File: config.mk
export PLATFORM = sky130hd
export DESIGN_NAME = multilevel_feedback_queue_scheduler
export DESIGN_NICKNAME = d
export VERILOG_FILES = /design/src/hw/rtl/mlfq_pkg.sv /design/src/hw/rtl/multilevel_feedback_queue_scheduler.sv
export SDC_FILE = /design/constraint.sdc
export NUM_CORES = 1
export LEC_CHECK = 0
export BUFFER_PORTS_ARGS = -buffer_cell sky130_fd_sc_hd__buf_2
export CAP_MARGIN = 20
export CORE_MARGIN = 2
export CORE_UTILIZATION = 35
export CTS_CLUSTER_SIZE = 8
export DETAILED_ROUTE_END_ITERATION = 8
export HOLD_SLACK_MARGIN = 0.1
export PLACE_DENSITY = 0.54
export SYNTH_ARGS = -nofsm -noshare
export SYNTH_HDL_FRONTEND = slang
export SYNTH_SLANG_ARGS = --single-unit
File: constraint.sdc
create_clock -name i_clk -period 5.8 [get_ports i_clk]
set_input_delay 1.16 -clock i_clk [delete_from_list [all_inputs] [get_ports i_clk]]
set_output_delay 1.16 -clock i_clk [all_outputs]
set_load 0.02 [all_outputs]
File: src/hw/rtl/mlfq_pkg.sv
package mlfq_pkg;

    typedef enum logic [1:0] {
        CMD_ADD = 2'd0,
        CMD_PUT = 2'd1,
        CMD_GET = 2'd2
    } t_cmd;

    typedef enum logic [1:0] {
        ST_DONE  = 2'd0,
        ST_FULL  = 2'd1,
        ST_EMPTY = 2'd2
    } t_status;

    typedef struct packed {
        t_cmd       cmd;
        logic [7:0] proc_id;
        logic [2:0] cur_level;
    } t_in;

    typedef struct packed {
        t_status    status;
        logic [7:0] out_proc;
        logic [2:0] out_level;
        logic       all_empty;
    } t_out;

endpackage

File: src/hw/rtl/multilevel_feedback_queue_scheduler.sv
// Channel | Direction | Handshake                         | Payload
// --------+-----------+-----------------------------------+--------------------------
// in      | input     | i_in_valid / o_in_ready           | i_in  (cmd, proc_id, cur_level)
// out     | output    | o_out_valid / i_out_ready         | o_out (status, out_proc,
//         |           |                                   |        out_level, all_empty)
//
// One transfer per cycle in each direction unless the result stalls. A command passes
// the command register, then the result register that also holds the entry RAM read data.
// Level pick is a fixed priority encoder over the per-level occupancy counts.
// Reset (i_rst_n low, synchronous) clears counts, heads and valids; the entry RAM is
// not cleared, since FIFO order only reads slots already written.
// A stalled result holds both stages; the command stage still takes a transfer if empty.
module multilevel_feedback_queue_scheduler
    import mlfq_pkg::*;
#(
    parameter int LEVELS      = 8,
    parameter int LEVEL_DEPTH = 16
) (
    input  logic i_clk,
    input  logic i_rst_n,
    input  logic i_in_valid,
    output logic o_in_ready,
    input  t_in  i_in,
    output logic o_out_valid,
    input  logic i_out_ready,
    output t_out o_out
);

    localparam int LW = $clog2(LEVELS);          // level index
    localparam int DW = $clog2(LEVEL_DEPTH);     // slot index
    localparam int CW = $clog2(LEVEL_DEPTH + 1); // occupancy count
    localparam int SW = CW + 1;                  // head + count

    // ---------------- command stage ----------------
    logic r_s1_valid;
    t_in  r_s1;

    // ---------------- queue state ----------------
    logic [CW-1:0] r_cnt  [LEVELS];
    logic [DW-1:0] r_head [LEVELS];
    logic [CW-1:0] n_cnt  [LEVELS];
    logic [DW-1:0] n_head [LEVELS];

    // entry RAM, one row per level
    logic [7:0] r_mem [LEVELS][LEVEL_DEPTH];

    // ---------------- result stage ----------------
    logic          r_out_valid;
    t_status       r_status;
    logic [7:0]    r_proc;
    logic [2:0]    r_level;
    logic          r_empty;
    logic          r_use_rd;   // out_proc comes from the RAM read
    logic          r_push;     // result of an accepted enqueue
    logic [7:0]    r_rd_data;

    logic advance;
    logic fire;

    assign advance    = !r_out_valid || i_out_ready;
    assign fire       = r_s1_valid && advance;
    assign o_in_ready = !r_s1_valid || advance;

    // ---------------- stage-1 decode ----------------
    logic [LEVELS-1:0] nonempty;
    logic [LEVELS-1:0] nonempty_next;
    logic [LW-1:0]     pick;
    logic              any;
    logic [LW-1:0]     tgt;
    logic [3:0]        cur_p1;
    logic              full;
    logic [SW-1:0]     slot_sum;
    logic [DW-1:0]     slot;
    logic [DW-1:0]     head_pick;
    logic              wr_en;
    t_status           s1_status;
    logic [7:0]        s1_proc;
    logic [2:0]        s1_level;
    logic              s1_use_rd;
    logic              s1_push;

    always_comb begin
        for (int i = 0; i < LEVELS; i++) begin
            nonempty[i] = (r_cnt[i] != '0);
        end
    end

    // lowest nonempty level wins
    always_comb begin
        pick = '0;
        any  = |nonempty;
        for (int i = LEVELS - 1; i >= 0; i--) begin
            if (nonempty[i]) begin
                pick = LW'(i);
            end
        end
    end

    // target level: 0 on add, one down (saturating) on put
    assign cur_p1 = {1'b0, r_s1.cur_level} + 4'd1;

    always_comb begin
        tgt = '0;
        if (r_s1.cmd == CMD_PUT) begin
            if (32'(cur_p1) >= LEVELS) begin
                tgt = LW'(LEVELS - 1);
            end else begin
                tgt = LW'(cur_p1);
            end
        end
    end

    assign full     = (r_cnt[tgt] == CW'(LEVEL_DEPTH));
    assign slot_sum = SW'(r_head[tgt]) + SW'(r_cnt[tgt]);
    assign slot     = (slot_sum >= SW'(LEVEL_DEPTH)) ? DW'(slot_sum - SW'(LEVEL_DEPTH))
                                                     : DW'(slot_sum);
    assign head_pick = r_head[pick];

    always_comb begin
        n_cnt     = r_cnt;
        n_head    = r_head;
        wr_en     = 1'b0;
        s1_status = ST_DONE;
        s1_proc   = '0;
        s1_level  = '0;
        s1_use_rd = 1'b0;
        s1_push   = 1'b0;
        unique case (r_s1.cmd)
            CMD_ADD, CMD_PUT: begin
                s1_proc  = r_s1.proc_id;
                s1_level = 3'(tgt);
                if (full) begin
                    s1_status = ST_FULL;
                end else begin
                    wr_en      = 1'b1;
                    s1_push    = 1'b1;
                    n_cnt[tgt] = r_cnt[tgt] + CW'(1);
                end
            end
            CMD_GET: begin
                if (any) begin
                    s1_use_rd    = 1'b1;
                    s1_level     = 3'(pick);
                    n_cnt[pick]  = r_cnt[pick] - CW'(1);
                    n_head[pick] = (head_pick == DW'(LEVEL_DEPTH - 1)) ? '0
                                 : head_pick + DW'(1);
                end else begin
                    s1_status = ST_EMPTY;
                end
            end
            default: begin
                // unused command: no state change, zero result
            end
        endcase
    end

    always_comb begin
        for (int i = 0; i < LEVELS; i++) begin
            nonempty_next[i] = (n_cnt[i] != '0);
        end
    end

    // ---------------- registers ----------------
    always_ff @(posedge i_clk) begin
        if (!i_rst_n) begin
            r_s1_valid  <= 1'b0;
            r_out_valid <= 1'b0;
            for (int i = 0; i < LEVELS; i++) begin
                r_cnt[i]  <= '0;
                r_head[i] <= '0;
            end
        end else begin
            if (o_in_ready) begin
                r_s1_valid <= i_in_valid;
            end
            if (advance) begin
                r_out_valid <= r_s1_valid;
            end
            if (fire) begin
                r_cnt  <= n_cnt;
                r_head <= n_head;
            end
        end
    end

    always_ff @(posedge i_clk) begin
        if (o_in_ready && i_in_valid) begin
            r_s1 <= i_in;
        end
        if (advance) begin
            r_status <= s1_status;
            r_proc   <= s1_proc;
            r_level  <= s1_level;
            r_empty  <= ~|nonempty_next;
            r_use_rd <= s1_use_rd;
            r_push   <= s1_push;
        end
    end

    // entry RAM: one write port, one registered read port
    always_ff @(posedge i_clk) begin
        if (fire && wr_en) begin
            r_mem[tgt][slot] <= r_s1.proc_id;
        end
        if (advance) begin
            r_rd_data <= r_mem[pick][head_pick];
        end
    end

    // ---------------- outputs ----------------
    assign o_out_valid     = r_out_valid;
    assign o_out.status    = r_status;
    assign o_out.out_proc  = r_use_rd ? r_rd_data : r_proc;
    assign o_out.out_level = r_level;
    assign o_out.all_empty = r_empty;

    // ---------------- assertions ----------------
    a_empty_get_means_all_empty: assert property (@(posedge i_clk) disable iff (!i_rst_n)
        (o_out_valid && o_out.status == ST_EMPTY) |-> o_out.all_empty)
        else $error("get found nothing but levels not reported empty");

    a_push_not_empty: assert property (@(posedge i_clk) disable iff (!i_rst_n)
        (o_out_valid && r_push) |-> (!o_out.all_empty && o_out.status == ST_DONE))
        else $error("accepted enqueue reported all levels empty");

    a_cmd_stage_holds: assert property (@(posedge i_clk) disable iff (!i_rst_n)
        (r_s1_valid && !advance) |=> (r_s1_valid && $stable(r_s1)))
        else $error("command stage lost or changed a stalled command");

endmodule
# == Word-level counts from Yosys, hierarchy flattened ==
# Memory sizes are Yosys's and may differ from the RTL's.
# Index checks and enable logic that the tools add are counted.
# W data, S select, Z words.
# word_totals
input_bits,17
reg_bits,110
elab_cells,135
latchBits,0
memories,1
rom_bits,0
ramBits,1024
output_inout_bits,16
# memory_table
memory,words,word_bits,rd,rd_ports_with_merged_regs,wr,line,text
r_mem,8,128,1,0,1,multilevel_feedback_queue_scheduler.sv:45,logic [7:0] r_mem [LEVELS][LEVEL_DEPTH];
# classes
multipliers,0
eq_ne,4
div,0
shifts,0
n_mux,52
n_addsub,6
magnitude_cmp,9
bitwise_logic,4
n_reduce_logical,32
# op_table
cell,n
$mux W128,1
$bwmux W40,2
$mux W40,2
$pmux W40 S2,1
$reduce_bool A5 Y1,16
$mux W3,11
$bmux W8 S4,1
$bwmux W32,1
$demux W8 S4,1
$mux W8,4
$bmux W5 S3,2
$demux W5 S3,2
$mux W5,6
$mux W4,7
$bmux W4 S3,2
$reduce_or A8 Y1,2
$demux W4 S3,1
$ge A4 B4 Y1 const B,3
$ge A5 B5 Y1 const B,2
$not A4 Y5,2
$lt A4 B1 Y1 const B,2
$not A3 Y4,2
$add A4 B5 Y6,1
$ge A6 B5 Y1 const B,1
other kinds (20),32

# == Logic depth before layout (Yosys ltp) ==
# Gate-level depths: netlist of the first run.
# logic_depth
depth_word,20
ltp_mapped,18
mapped_depth_nobuf,15

# == Worst setup path after synthesis of the first run ==
# OpenSTA, ideal clock, no wires.
# synth_timing
path_kind,register to register
startpoint,register r_s1[0] in the netlist's numbering
endpoint,"memory r_mem[2][120] in the netlist's numbering, enable pin"
setup_time_ns,0.370
stages_incl_launch_ff,18
slack_ns,1.324
arrival_ns,4.106
period_less_slack_ns,4.476
required_time_ns,5.430
n_path_buf,3
path_cell_list,edfxtp_1 > ha_1 > buf_2 > or2_1 > o21ai_1 > clkbuf_1 > or2_2 > clkbuf_1 > o22ai_1 > nor3_1 > ha_1 > a21o_1 > a21oi_1 > xor2_1 > xor2_1 > nor2_1 > nand2_1 > nor2_1
# synth_between
elab_chain_len,17
word_cells_on_any_way,27
cone_classes,add/sub (3); order compare (4); eq/ne (1); mux (15); bitwise (2); reduce/logical (2)
# synth_rtl
element,line,text
start: declaration,multilevel_feedback_queue_scheduler.sv:36,t_in r_s1;
start signal: assignment,multilevel_feedback_queue_scheduler.sv:188,r_s1 <= i_in;
$add A3 B1 Y4 *,multilevel_feedback_queue_scheduler.sv:100,"assign cur_p1 = {1'b0, r_s1.cur_level} + 4'd1;"
$ge A4 B4 Y1,multilevel_feedback_queue_scheduler.sv:105,if (32'(cur_p1) >= LEVELS) begin
$mux W3 *,multilevel_feedback_queue_scheduler.sv:105,
$mux W3 *,multilevel_feedback_queue_scheduler.sv:104,if (r_s1.cmd == CMD_PUT) begin
$not A3 Y4 (implied by the code),"multilevel_feedback_queue_scheduler.sv:113, multilevel_feedback_queue_scheduler.sv:114",
$bmux W4 S3 or $bmux W5 S3 (tied branches),"multilevel_feedback_queue_scheduler.sv:114, multilevel_feedback_queue_scheduler.sv:113",
$mux W4 (implied by the code) or $mux W5 (tied branches) (2 in a row),"multilevel_feedback_queue_scheduler.sv:114, multilevel_feedback_queue_scheduler.sv:113",
$add A4 B5 Y6,multilevel_feedback_queue_scheduler.sv:114,assign slot_sum = SW'(r_head[tgt]) + SW'(r_cnt[tgt]);
$ge A6 B5 Y1 or $sub A4 B1 Y4 (tied branches),multilevel_feedback_queue_scheduler.sv:115,assign slot = (slot_sum >= SW'(LEVEL_DEPTH)) ? DW'(slot_sum - SW'(LEVEL_DEPTH))
$mux W4,multilevel_feedback_queue_scheduler.sv:115,
$not A4 Y5 (implied by the code),multilevel_feedback_queue_scheduler.sv:203,r_mem[tgt][slot] <= r_s1.proc_id;
$ge A5 B5 Y1 (implied by the code) or $lt A5 B1 Y1 (tied branches),multilevel_feedback_queue_scheduler.sv:203,
$logic_and A1 B1 Y1 (implied by the code),multilevel_feedback_queue_scheduler.sv:203,
$mux W8 (implied by the code),multilevel_feedback_queue_scheduler.sv:203,
$demux W8 S4,multilevel_feedback_queue_scheduler.sv:203,
$mux W128 (implied by the code),multilevel_feedback_queue_scheduler.sv:203,
end: declaration,multilevel_feedback_queue_scheduler.sv:45,
# Mark *: on every way between the ends. The rest lies on a longest branch, timed or not. The select of a mux whose other input is x is not followed.

# == Worst setup path after layout of the first run ==
# layout_timing
startpoint,register r_s1[1] in the netlist's numbering
endpoint,"memory r_mem[5][114] in the netlist's numbering, enable pin"
# Same word-level chain as after synthesis.

==> tab_implementation.tex, run 1 <==
\begin{tabular}{lr}
\hline
Metric & Value \\
\hline
\multicolumn{2}{l}{\textbf{Logic synthesis}} \\
\quad Ys async rst share & 0\% \\
\quad Mean Syn Cell Area & approximately 14 µm² \\
\quad Proportion of netlist area held by the largest area contributor & a little over two thirds \\
\quad Top\_reg\_cell synth & edfxtp\_1 \\
\quad Biggest area contributors in the synthesized netlist & edfxtp\_1, nand2\_1, dfxtp\_1 \\
\quad Unique masters post-synth & between 90 and 100 \\
\quad Biggest area consumer among synthesized cells & edfxtp\_1 \\
\quad Number of cells produced by synthesis & 3200 \\
\quad Post-synthesis register bit count & between 1000 and 1500 \\
\quad Post-synth net total & 3226 \\
\quad Sequential element share of the synthesized area & between 70\% and 80\% \\
\quad Number of synthesized flops with an enable pin & 1060 \\
\quad Cell Area, Synth & approximately 45000 µm² \\
\quad YS warnings & 0 \\
\multicolumn{2}{l}{\textbf{Routing}} \\
\quad Number of DRC violations after detailed-routing iteration 0 & around 4100 \\
\quad Number of optimization iterations in the first detailed-route pass & 9 \\
\quad Final routed wire length divided by cell count & about 28 µm \\
\quad Via count & slightly above 30000 \\
\quad Avg Vias per Cell & 5.79 \\
\quad Number of routed nets with antenna violations & 0 \\
\quad Total wire length & between 100000 and 150000 µm \\
\quad DRC errors left & 5 \\
\multicolumn{2}{l}{\textbf{Clocking}} \\
\quad Number of hold-repair buffers added at the cts stage & 0 \\
\quad Sinks on Clock Net & 1134 \\
\quad Clk Latency, worst-skew pair & around 760 ps \\
\quad Setup bufs post-CTS & 0 \\
\quad CTS Buffer Depth & 3 \\
\quad CTS clock-pin slew for the worst setup and hold paths & approximately 50 ps \\
\quad Number of gates given a new drive strength after cts & 0 \\
\quad CTS root buf & clkbuf\_16 \\
\quad CTS HTree Levels & 4 \\
\quad CTS tree & yes \\
\quad CTS Buf Count & 160 \\
\multicolumn{2}{l}{\textbf{Die}} \\
\quad Row Count & between 100 and 150 \\
\quad Initial cell density of the core & about a third \\
\quad Die width & roughly 360 µm \\
\quad Top-Level Pins & 33 \\
\quad Placeable core area & 129000 µm² \\
\quad Overall die area & about 130000 µm² \\
\quad Die Y-Extent & around 360 µm \\
\multicolumn{2}{l}{\textbf{Power and ir drop}} \\
\quad Power, Total & about 21000 µW \\
\quad Leakage & 0.0179 µW \\
\quad Largest vdd supply drop & 0.288 mV \\
\quad Reported net switching power & approximately 6000 µW \\
\quad Power share of the clock group & between 30 and 40\% \\
\quad Comb pwr share & between 10\% and 20\% \\
\quad Power Internal & around 15000 µW \\
\quad Switching share of power & approximately 28\% \\
\quad Reg power frac & a little over two fifths \\
\quad Power density over the cells & approximately 390 nW/µm² \\
\multicolumn{2}{l}{\textbf{Timing}} \\
\quad \# setup viols final & 0 \\
\quad Max Clock Freq & roughly 0.18 GHz \\
\quad Post-route worst hold slack & roughly 510 ps \\
\quad Share of the cycle needed by the critical path after routing & a little over nine tenths \\
\quad RSZ-0062 raised after global routing & yes \\
\quad Fin. Hold Viols & 0 \\
\quad Final Max Slew Viols & 0 \\
\quad Shortest period the worst path allows & between 5000 and 6000 ps \\
\quad Post-route clock skew & $\sim$28 ps \\
\quad Remaining max-slew budget at the tightest pin & a little under a quarter \\
\quad Transition time at the pin with the least slew margin & between 1000 and 1500 ps \\
\multicolumn{2}{l}{\textbf{Global route}} \\
\quad GRT Util Overall & a little over a fifth \\
\quad First-pass GRT wire length & 208000 µm \\
\quad Vias in the first global route & just under 30000 \\
\quad Maximum number of pins on one net before global-route repair & between 100 and 150 \\
\quad Number of antenna violations at the first check in global routing & 6 \\
\quad GRT Residual Overflow & 0 \\
\multicolumn{2}{l}{\textbf{Critical path}} \\
\quad Kind of launch point of the worst setup path & register \\
\quad Largest delay share family, worst path & simple AND/OR/NAND/NOR gates \\
\quad Required @ worst endpoint & 6190 ps \\
\quad Worst endpoint data arrival time & a little under 6000 ps \\
\quad Kind of critical path & reg -> reg \\
\quad Termination of the worst setup path & r\_mem[5][114] \\
\quad Endpoint class of the critical path & register \\
\quad Number of gates on the worst path with buffers counted & 14 \\
\quad Critical register-to-register path endpoint & r\_mem[5][114] \\
\quad Worst setup slack for register-to-register paths & roughly 260 ps \\
\quad Buffers plus inverters on the worst setup path & 0 \\
\quad Worst-case reg-to-reg path depth & 14 \\
\quad CP Launch Point & r\_s1[1] \\
\quad CP max FO & 11 \\
\quad Critical path's largest stage delay & 620 ps \\
\quad Critical register-to-register path startpoint & r\_s1[1] \\
\quad Critical path cell sequence & ha\_1 -> or3b\_1 -> a211oi\_1 -> nand2\_1 -> o21ai\_0 -> nor3\_1 -> ha\_1 -> a21o\_1 -> a21oi\_1 -> xor2\_1 -> xor2\_1 -> nor2\_1 -> nand2\_1 -> nor2\_1 \\
\quad Critical-path top delay cell & nor2\_1 \\
\multicolumn{2}{l}{\textbf{Placed design}} \\
\quad Post-DP HPWL & between 80000 and 90000 µm \\
\quad Input/output buffers & 32 \\
\quad GP Congestion & roughly 0.99 \\
\multicolumn{2}{l}{\textbf{Layout}} \\
\quad Final core utilization & between 40\% and 50\% \\
\quad Antenna Cells & 0 \\
\quad Number of nets in the final layout & approximately 3500 \\
\quad Fraction of final layout cells with drive strength greater than 1 & 15.8\% \\
\quad Area Growth Syn to Fin & 18.3\% \\
\multicolumn{2}{l}{\textbf{Outcome}} \\
\quad Violations in the final reports & design-rule violations \\
\quad Result of the run & finished, violations left \\
\multicolumn{2}{l}{\textbf{Worst hold path}} \\
\quad Hold Crit Class & reg -> reg \\
\quad Startpoint of the tightest hold check path & r\_head[13] \\
\multicolumn{2}{l}{\textbf{Job}} \\
\quad Max-cap violations & 0 \\
\hline
\end{tabular}
## cell type report
class                      instances  area (µm²)
fill                           11900       75500
sequential                      1134       33300
multi-input combinational       1836       11300
clock buffer                     194        4210
timing repair buffer             298        2410
tap                             1742        2180
clock inverter                    13         248
inverter                          18        70.1
## worst min-delay path by stage
stage	endpoint	slack (ps)	cells after the start
2_1_floorplan	r_head[12]	470	2
5_1_grt	r_head[21]	540	2
4_1_cts	r_head[21]	510	2
3_3_place_gp	r_head[13]	510	2
3_5_place_dp	r_head[21]	510	2
6_report	r_head[13]	510	2
## per-stage QoR
stage / TNS, ps / cells / setup slack [ps] / area [µm²]
detailed placement: 0 / 5028 / 278 / 49200
global placement: 0 / 5028 / 299 / 49200
floorplan: 0 / 3200 / 1320 / 45400
CTS: 0 / 5235 / 286 / 53700
finish: 0 / 5235 / 256 / 53700
global route: -436 / 5235 / -31.1 / 53700
## worst min-delay path, stage by stage (launching register included)
cell and delay (ps):
dfxtp_1 320, o21ai_0 70, a21boi_0 70
## registers in the layout, summed over array words and instances (netlist names), 2 cells and up
name / count
r_mem: 1024
r_cnt: 40
r_head: 32
r_s1: 13
r_proc: 8
r_rd_data: 8
r_level: 3
r_status: 2
## power by group through the flow
stage	combinational [µW]	clock, µW	sequential, µW
after floorplan	1780	0	9300
after global placement	3610	0	9260
after detailed placement	3600	0	9260
after CTS	3610	8540	9100
after global routing	3830	8900	9100
final	3640	8400	9110
## layer usage
metal | up-vias | track usage [%] | part of all wire, %
li1 | 13200 | - | -
met1 | 15400 | 30.1 | 43
met2 | 1442 | 33.7 | 46
met3 | 298 | 3.82 | 8.0
met4 | 2 | 7.28 | 3.3
met5 | - | 0 | 0.0090
## cells in the mapped netlist (22+ instances only)
master     instances
edfxtp_1        1060
nand2_1          418
nor2_1           244
a21oi_1          224
clkbuf_1         164
a222oi_1         129
a22oi_1          114
dfxtp_1           74
nand4_1           68
o21ai_0           61
mux2i_1           50
nor3_1            46
a2111oi_0         40
nand3_1           33
o211a_1           28
nor2b_1           26
a31oi_1           22
## layout by cell type, fill, tap and decap left out, types with 61 or more instances in the layout
cell type  netlist  layout
buf_4            3     246
o21ai_0         61      61
clkbuf_16        0     163
nand4_1         68      68
a22oi_1        114     114
nor2_1         244     238
a21oi_1        224     224
a222oi_1       129     129
dfxtp_1         74      74
edfxtp_1      1060    1060
nand2_1        418     417
## cell families after synthesis
| kind of cell | count (synthesis) | share of synthesized area [%] |
|---|---|---|
| buf+inv | 230 | 2.04 |
| flops | 1134 | 73.4 |
| compound gates | 809 | 13.1 |
| fa+ha+maj | 9 | 0.265 |
| xor+xnor | 13 | 0.251 |
| simple gates | 938 | 9.35 |
| mux | 67 | 1.53 |
Note: power is estimated with default switching activity, not from simulation.
==> run 2, diff against run 1 <==
Settings changed: RECOVER_POWER set to 25.
==> run 2 against run 1 <==
  * The flow finishes with violations (max-capacitance violations, max-slew violations)
  * Critical path depth unchanged
  * Via count grew 0.19%
  * Largest cell class unchanged
  * Utilization down 0.057 points
  * Power about the same
  * Worst setup slack got worse by 3.1 ps
  * Design area shrank 0.14%
  * Register-to-register slack hardly changed
  * Global-route usage is the same
  * Largest power group unchanged
  * First-iteration DRC count decreased by 3.7%
  * Flip-flop and latch count unchanged
  * Combinational power about the same
==> tab_implementation.tex, run 2 (same netlist as run 1, synthesis figures left out) <==
\begin{tabular}{lr}
\hline
Metric & Value \\
\hline
\multicolumn{2}{l}{\textbf{Outcome}} \\
\quad Result of the run & finished, violations left \\
\quad Violations in the final reports & max-capacitance violations, max-slew violations \\
\multicolumn{2}{l}{\textbf{Layout}} \\
\quad Antenna Cells & 0 (unchanged) \\
\quad Final core utilization & 41.5\% (-0.057 points) \\
\quad Largest Register & r\_mem \\
\quad Fraction of final layout cells with drive strength greater than 1 & 15.6\% (-0.20 points) \\
\quad Most common cell after layout, fill and taps aside & edfxtp\_1 \\
\quad Summed area of non-filler cells in the final layout & 53600 µm² (-0.14\%) \\
\quad Number of nets in the final layout & 3474 (unchanged) \\
\quad Area taken by flip-flops and latches & 33300 µm² (unchanged) \\
\quad Non-filler instance count after layout & 5235 (unchanged) \\
\quad Flip-flop count of the largest register after layout & 1024 (unchanged) \\
\quad Footprint of the multi-input gates & 11300 µm² (unchanged) \\
\quad Commonest non-fill, non-tap cells in the layout & edfxtp\_1, nand2\_1, buf\_4 \\
\quad Top Registers & r\_mem x1024, r\_cnt x40, r\_head x32 \\
\quad Fillers & 11900 (+0.076\%) \\
\quad Area Growth Syn to Fin & 18.2\% \\
\multicolumn{2}{l}{\textbf{Timing}} \\
\quad Shortest period the worst path allows & 5550 ps (+3.06 ps) \\
\quad Transition time at the pin with the least slew margin & 3440 ps (+2280 ps) \\
\quad Max Clock Freq & 0.180 GHz (about the same) \\
\quad Final Max Slew Viols & 629 (+629) \\
\quad Share of the cycle needed by the critical path after routing & 95.6\% (about the same) \\
\quad Post-route clock skew & 29.0 ps (+1.21 ps) \\
\quad Fin. Hold Viols & 0 (unchanged) \\
\quad \# setup viols final & 0 (unchanged) \\
\quad RSZ-0062 raised after global routing & yes \\
\quad Remaining max-slew budget at the tightest pin & -129\% (-150 points) \\
\multicolumn{2}{l}{\textbf{Power and ir drop}} \\
\quad Switching share of power & 28.4\% (about the same) \\
\quad Comb pwr share & 17.2\% (about the same) \\
\quad Leakage & 0.0178 µW (-0.23\%) \\
\quad Reported net switching power & 6000 µW (about the same) \\
\quad Power Internal & 15200 µW (about the same) \\
\quad Largest vdd supply drop & 0.287 mV (-0.26\%) \\
\quad Power, Total & 21200 µW (about the same) \\
\quad Power density over the cells & 395 nW/µm² (+0.19\%) \\
\quad Power share of the clock group & 39.7\% (about the same) \\
\quad Reg power frac & 43.1\% (about the same) \\
\multicolumn{2}{l}{\textbf{Clocking}} \\
\quad CTS Buffer Depth & 3 (unchanged) \\
\quad CTS clock-pin slew for the worst setup and hold paths & 50 ps (about the same) \\
\quad CTS tree & yes \\
\quad Number of hold-repair buffers added at the cts stage & 0 (unchanged) \\
\quad Sinks on Clock Net & 1134 (unchanged) \\
\quad CTS root buf & clkbuf\_16 \\
\quad Clk Latency, worst-skew pair & 760 ps (about the same) \\
\quad CTS Buf Count & 160 (unchanged) \\
\quad Number of gates given a new drive strength after cts & 0 (unchanged) \\
\quad Setup bufs post-CTS & 0 (unchanged) \\
\quad CTS HTree Levels & 4 (unchanged) \\
\multicolumn{2}{l}{\textbf{Critical path}} \\
\quad CP max FO & 11 (unchanged) \\
\quad Largest delay share family, worst path & simple AND/OR/NAND/NOR gates \\
\quad Critical-path top delay cell & nor2\_1 \\
\quad Endpoint class of the critical path & register \\
\quad Worst-case reg-to-reg path depth & 14 (unchanged) \\
\quad Kind of critical path & reg -> reg \\
\quad Number of gates on the worst path with buffers counted & 14 (unchanged) \\
\quad Worst endpoint data arrival time & 5930 ps (about the same) \\
\quad Required @ worst endpoint & 6180 ps (about the same) \\
\quad Critical path cell sequence & ha\_1 -> or3b\_1 -> a211oi\_1 -> nand2\_1 -> o21ai\_0 -> nor3\_1 -> ha\_1 -> a21o\_1 -> a21oi\_1 -> xor2\_1 -> xor2\_1 -> nor2\_1 -> nand2\_1 -> nor2\_1 \\
\quad Buffers plus inverters on the worst setup path & 0 (unchanged) \\
\quad Kind of launch point of the worst setup path & register \\
\quad Critical path's largest stage delay & 640 ps (+20 ps) \\
\multicolumn{2}{l}{\textbf{Die}} \\
\quad Die width & 364 µm (unchanged) \\
\quad Top-Level Pins & 33 (unchanged) \\
\quad Die Y-Extent & 364 µm (unchanged) \\
\quad Initial cell density of the core & 35.1\% (unchanged) \\
\quad Overall die area & 133000 µm² (unchanged) \\
\quad Row Count & 132 (unchanged) \\
\quad Placeable core area & 129000 µm² (unchanged) \\
\multicolumn{2}{l}{\textbf{Job}} \\
\quad Max-cap violations & 6 (+6) \\
\multicolumn{2}{l}{\textbf{Worst hold path}} \\
\quad Hold Crit Class & reg -> reg \\
\quad Hold depth & 2 (unchanged) \\
\multicolumn{2}{l}{\textbf{Routing}} \\
\quad DRC errors left & 0 (-5) \\
\quad Avg Vias per Cell & 5.80 (+0.19\%) \\
\quad Total wire length & 144000 µm (about the same) \\
\quad Number of DRC violations after detailed-routing iteration 0 & 3905 (-3.7\%) \\
\quad Final routed wire length divided by cell count & 27.6 µm (about the same) \\
\quad Number of optimization iterations in the first detailed-route pass & 8 (-1) \\
\quad Via count & 30400 (+0.19\%) \\
\quad Number of routed nets with antenna violations & 0 (unchanged) \\
\multicolumn{2}{l}{\textbf{Global route}} \\
\quad GRT Util Overall & 21.5\% (unchanged) \\
\quad Vias in the first global route & 29400 (unchanged) \\
\quad Maximum number of pins on one net before global-route repair & 130 (unchanged) \\
\quad GRT Residual Overflow & 0 (unchanged) \\
\quad Number of antenna violations at the first check in global routing & 6 (unchanged) \\
\quad First-pass GRT wire length & 208000 µm (unchanged) \\
\multicolumn{2}{l}{\textbf{Placed design}} \\
\quad GP Congestion & 0.991 (unchanged) \\
\quad Input/output buffers & 32 (unchanged) \\
\quad Standard cell area after detailed placement & 49200 µm² (unchanged) \\
\quad Post-DP HPWL & 89000 µm (unchanged) \\
\quad Cell Count Post-Placement & 5028 (unchanged) \\
\hline
\end{tabular}
## run 2: metal layers
metal  track usage, %  wire length [µm]  vias to the layer above
li1                 -                 -                    13200
met1             30.1             61400                    15400
met4             7.28              4640                        4
met5                0                27                        -
met2             33.7             66300                     1524
met3             3.82             11900                      297
## run 2: cell type report
type	instances	share of cell area, %
Timing Repair Buffer	298	4.35
Multi-Input combinational cell	1836	21.0
Sequential cell	1134	62.1
Clock inverter	13	0.462
Inverter	18	0.131
Tap cell	1742	4.07
Clock buffer	194	7.85
## run 2: final timing paths
kind | slack (ps) | from | to
setup / recovery | 250 | r_s1[1] | r_mem[1][117]
hold / removal | 510 | r_head[13] | r_head[13]
setup reg to reg | 250 | r_s1[1] | r_mem[1][117]
hold reg to reg | 510 | r_head[13] | r_head[13]
## run 2: worst reg2reg max path: cells and delay by family, from the launching register on
kind,cells,cell delay (ps)
AO/OA/AOI/OAI,4,1110
XOR/XNOR,2,400
adder cells (fa/ha/maj),2,650
flip-flops,1,520
AND/OR/NAND/NOR,6,2510
## run 2: power by group through the flow
stage,combinational (µW),clock (µW),sequential (µW)
floorplan,1780,0,9300
global placement,3610,0,9260
detailed placement,3600,0,9260
CTS,3610,8540,9100
global route,3820,8900,9110
finish,3640,8400,9120
## run 2: per-stage QoR
stage          setup slack (ps)  hold WS [ps]  setup TNS, ps
3_3_place_gp                299           507              0
4_1_cts                     286           514              0
2_1_floorplan              1320           467              0
5_1_grt                   -31.1           538           -436
6_report                    253           514              0
3_5_place_dp                278           507              0
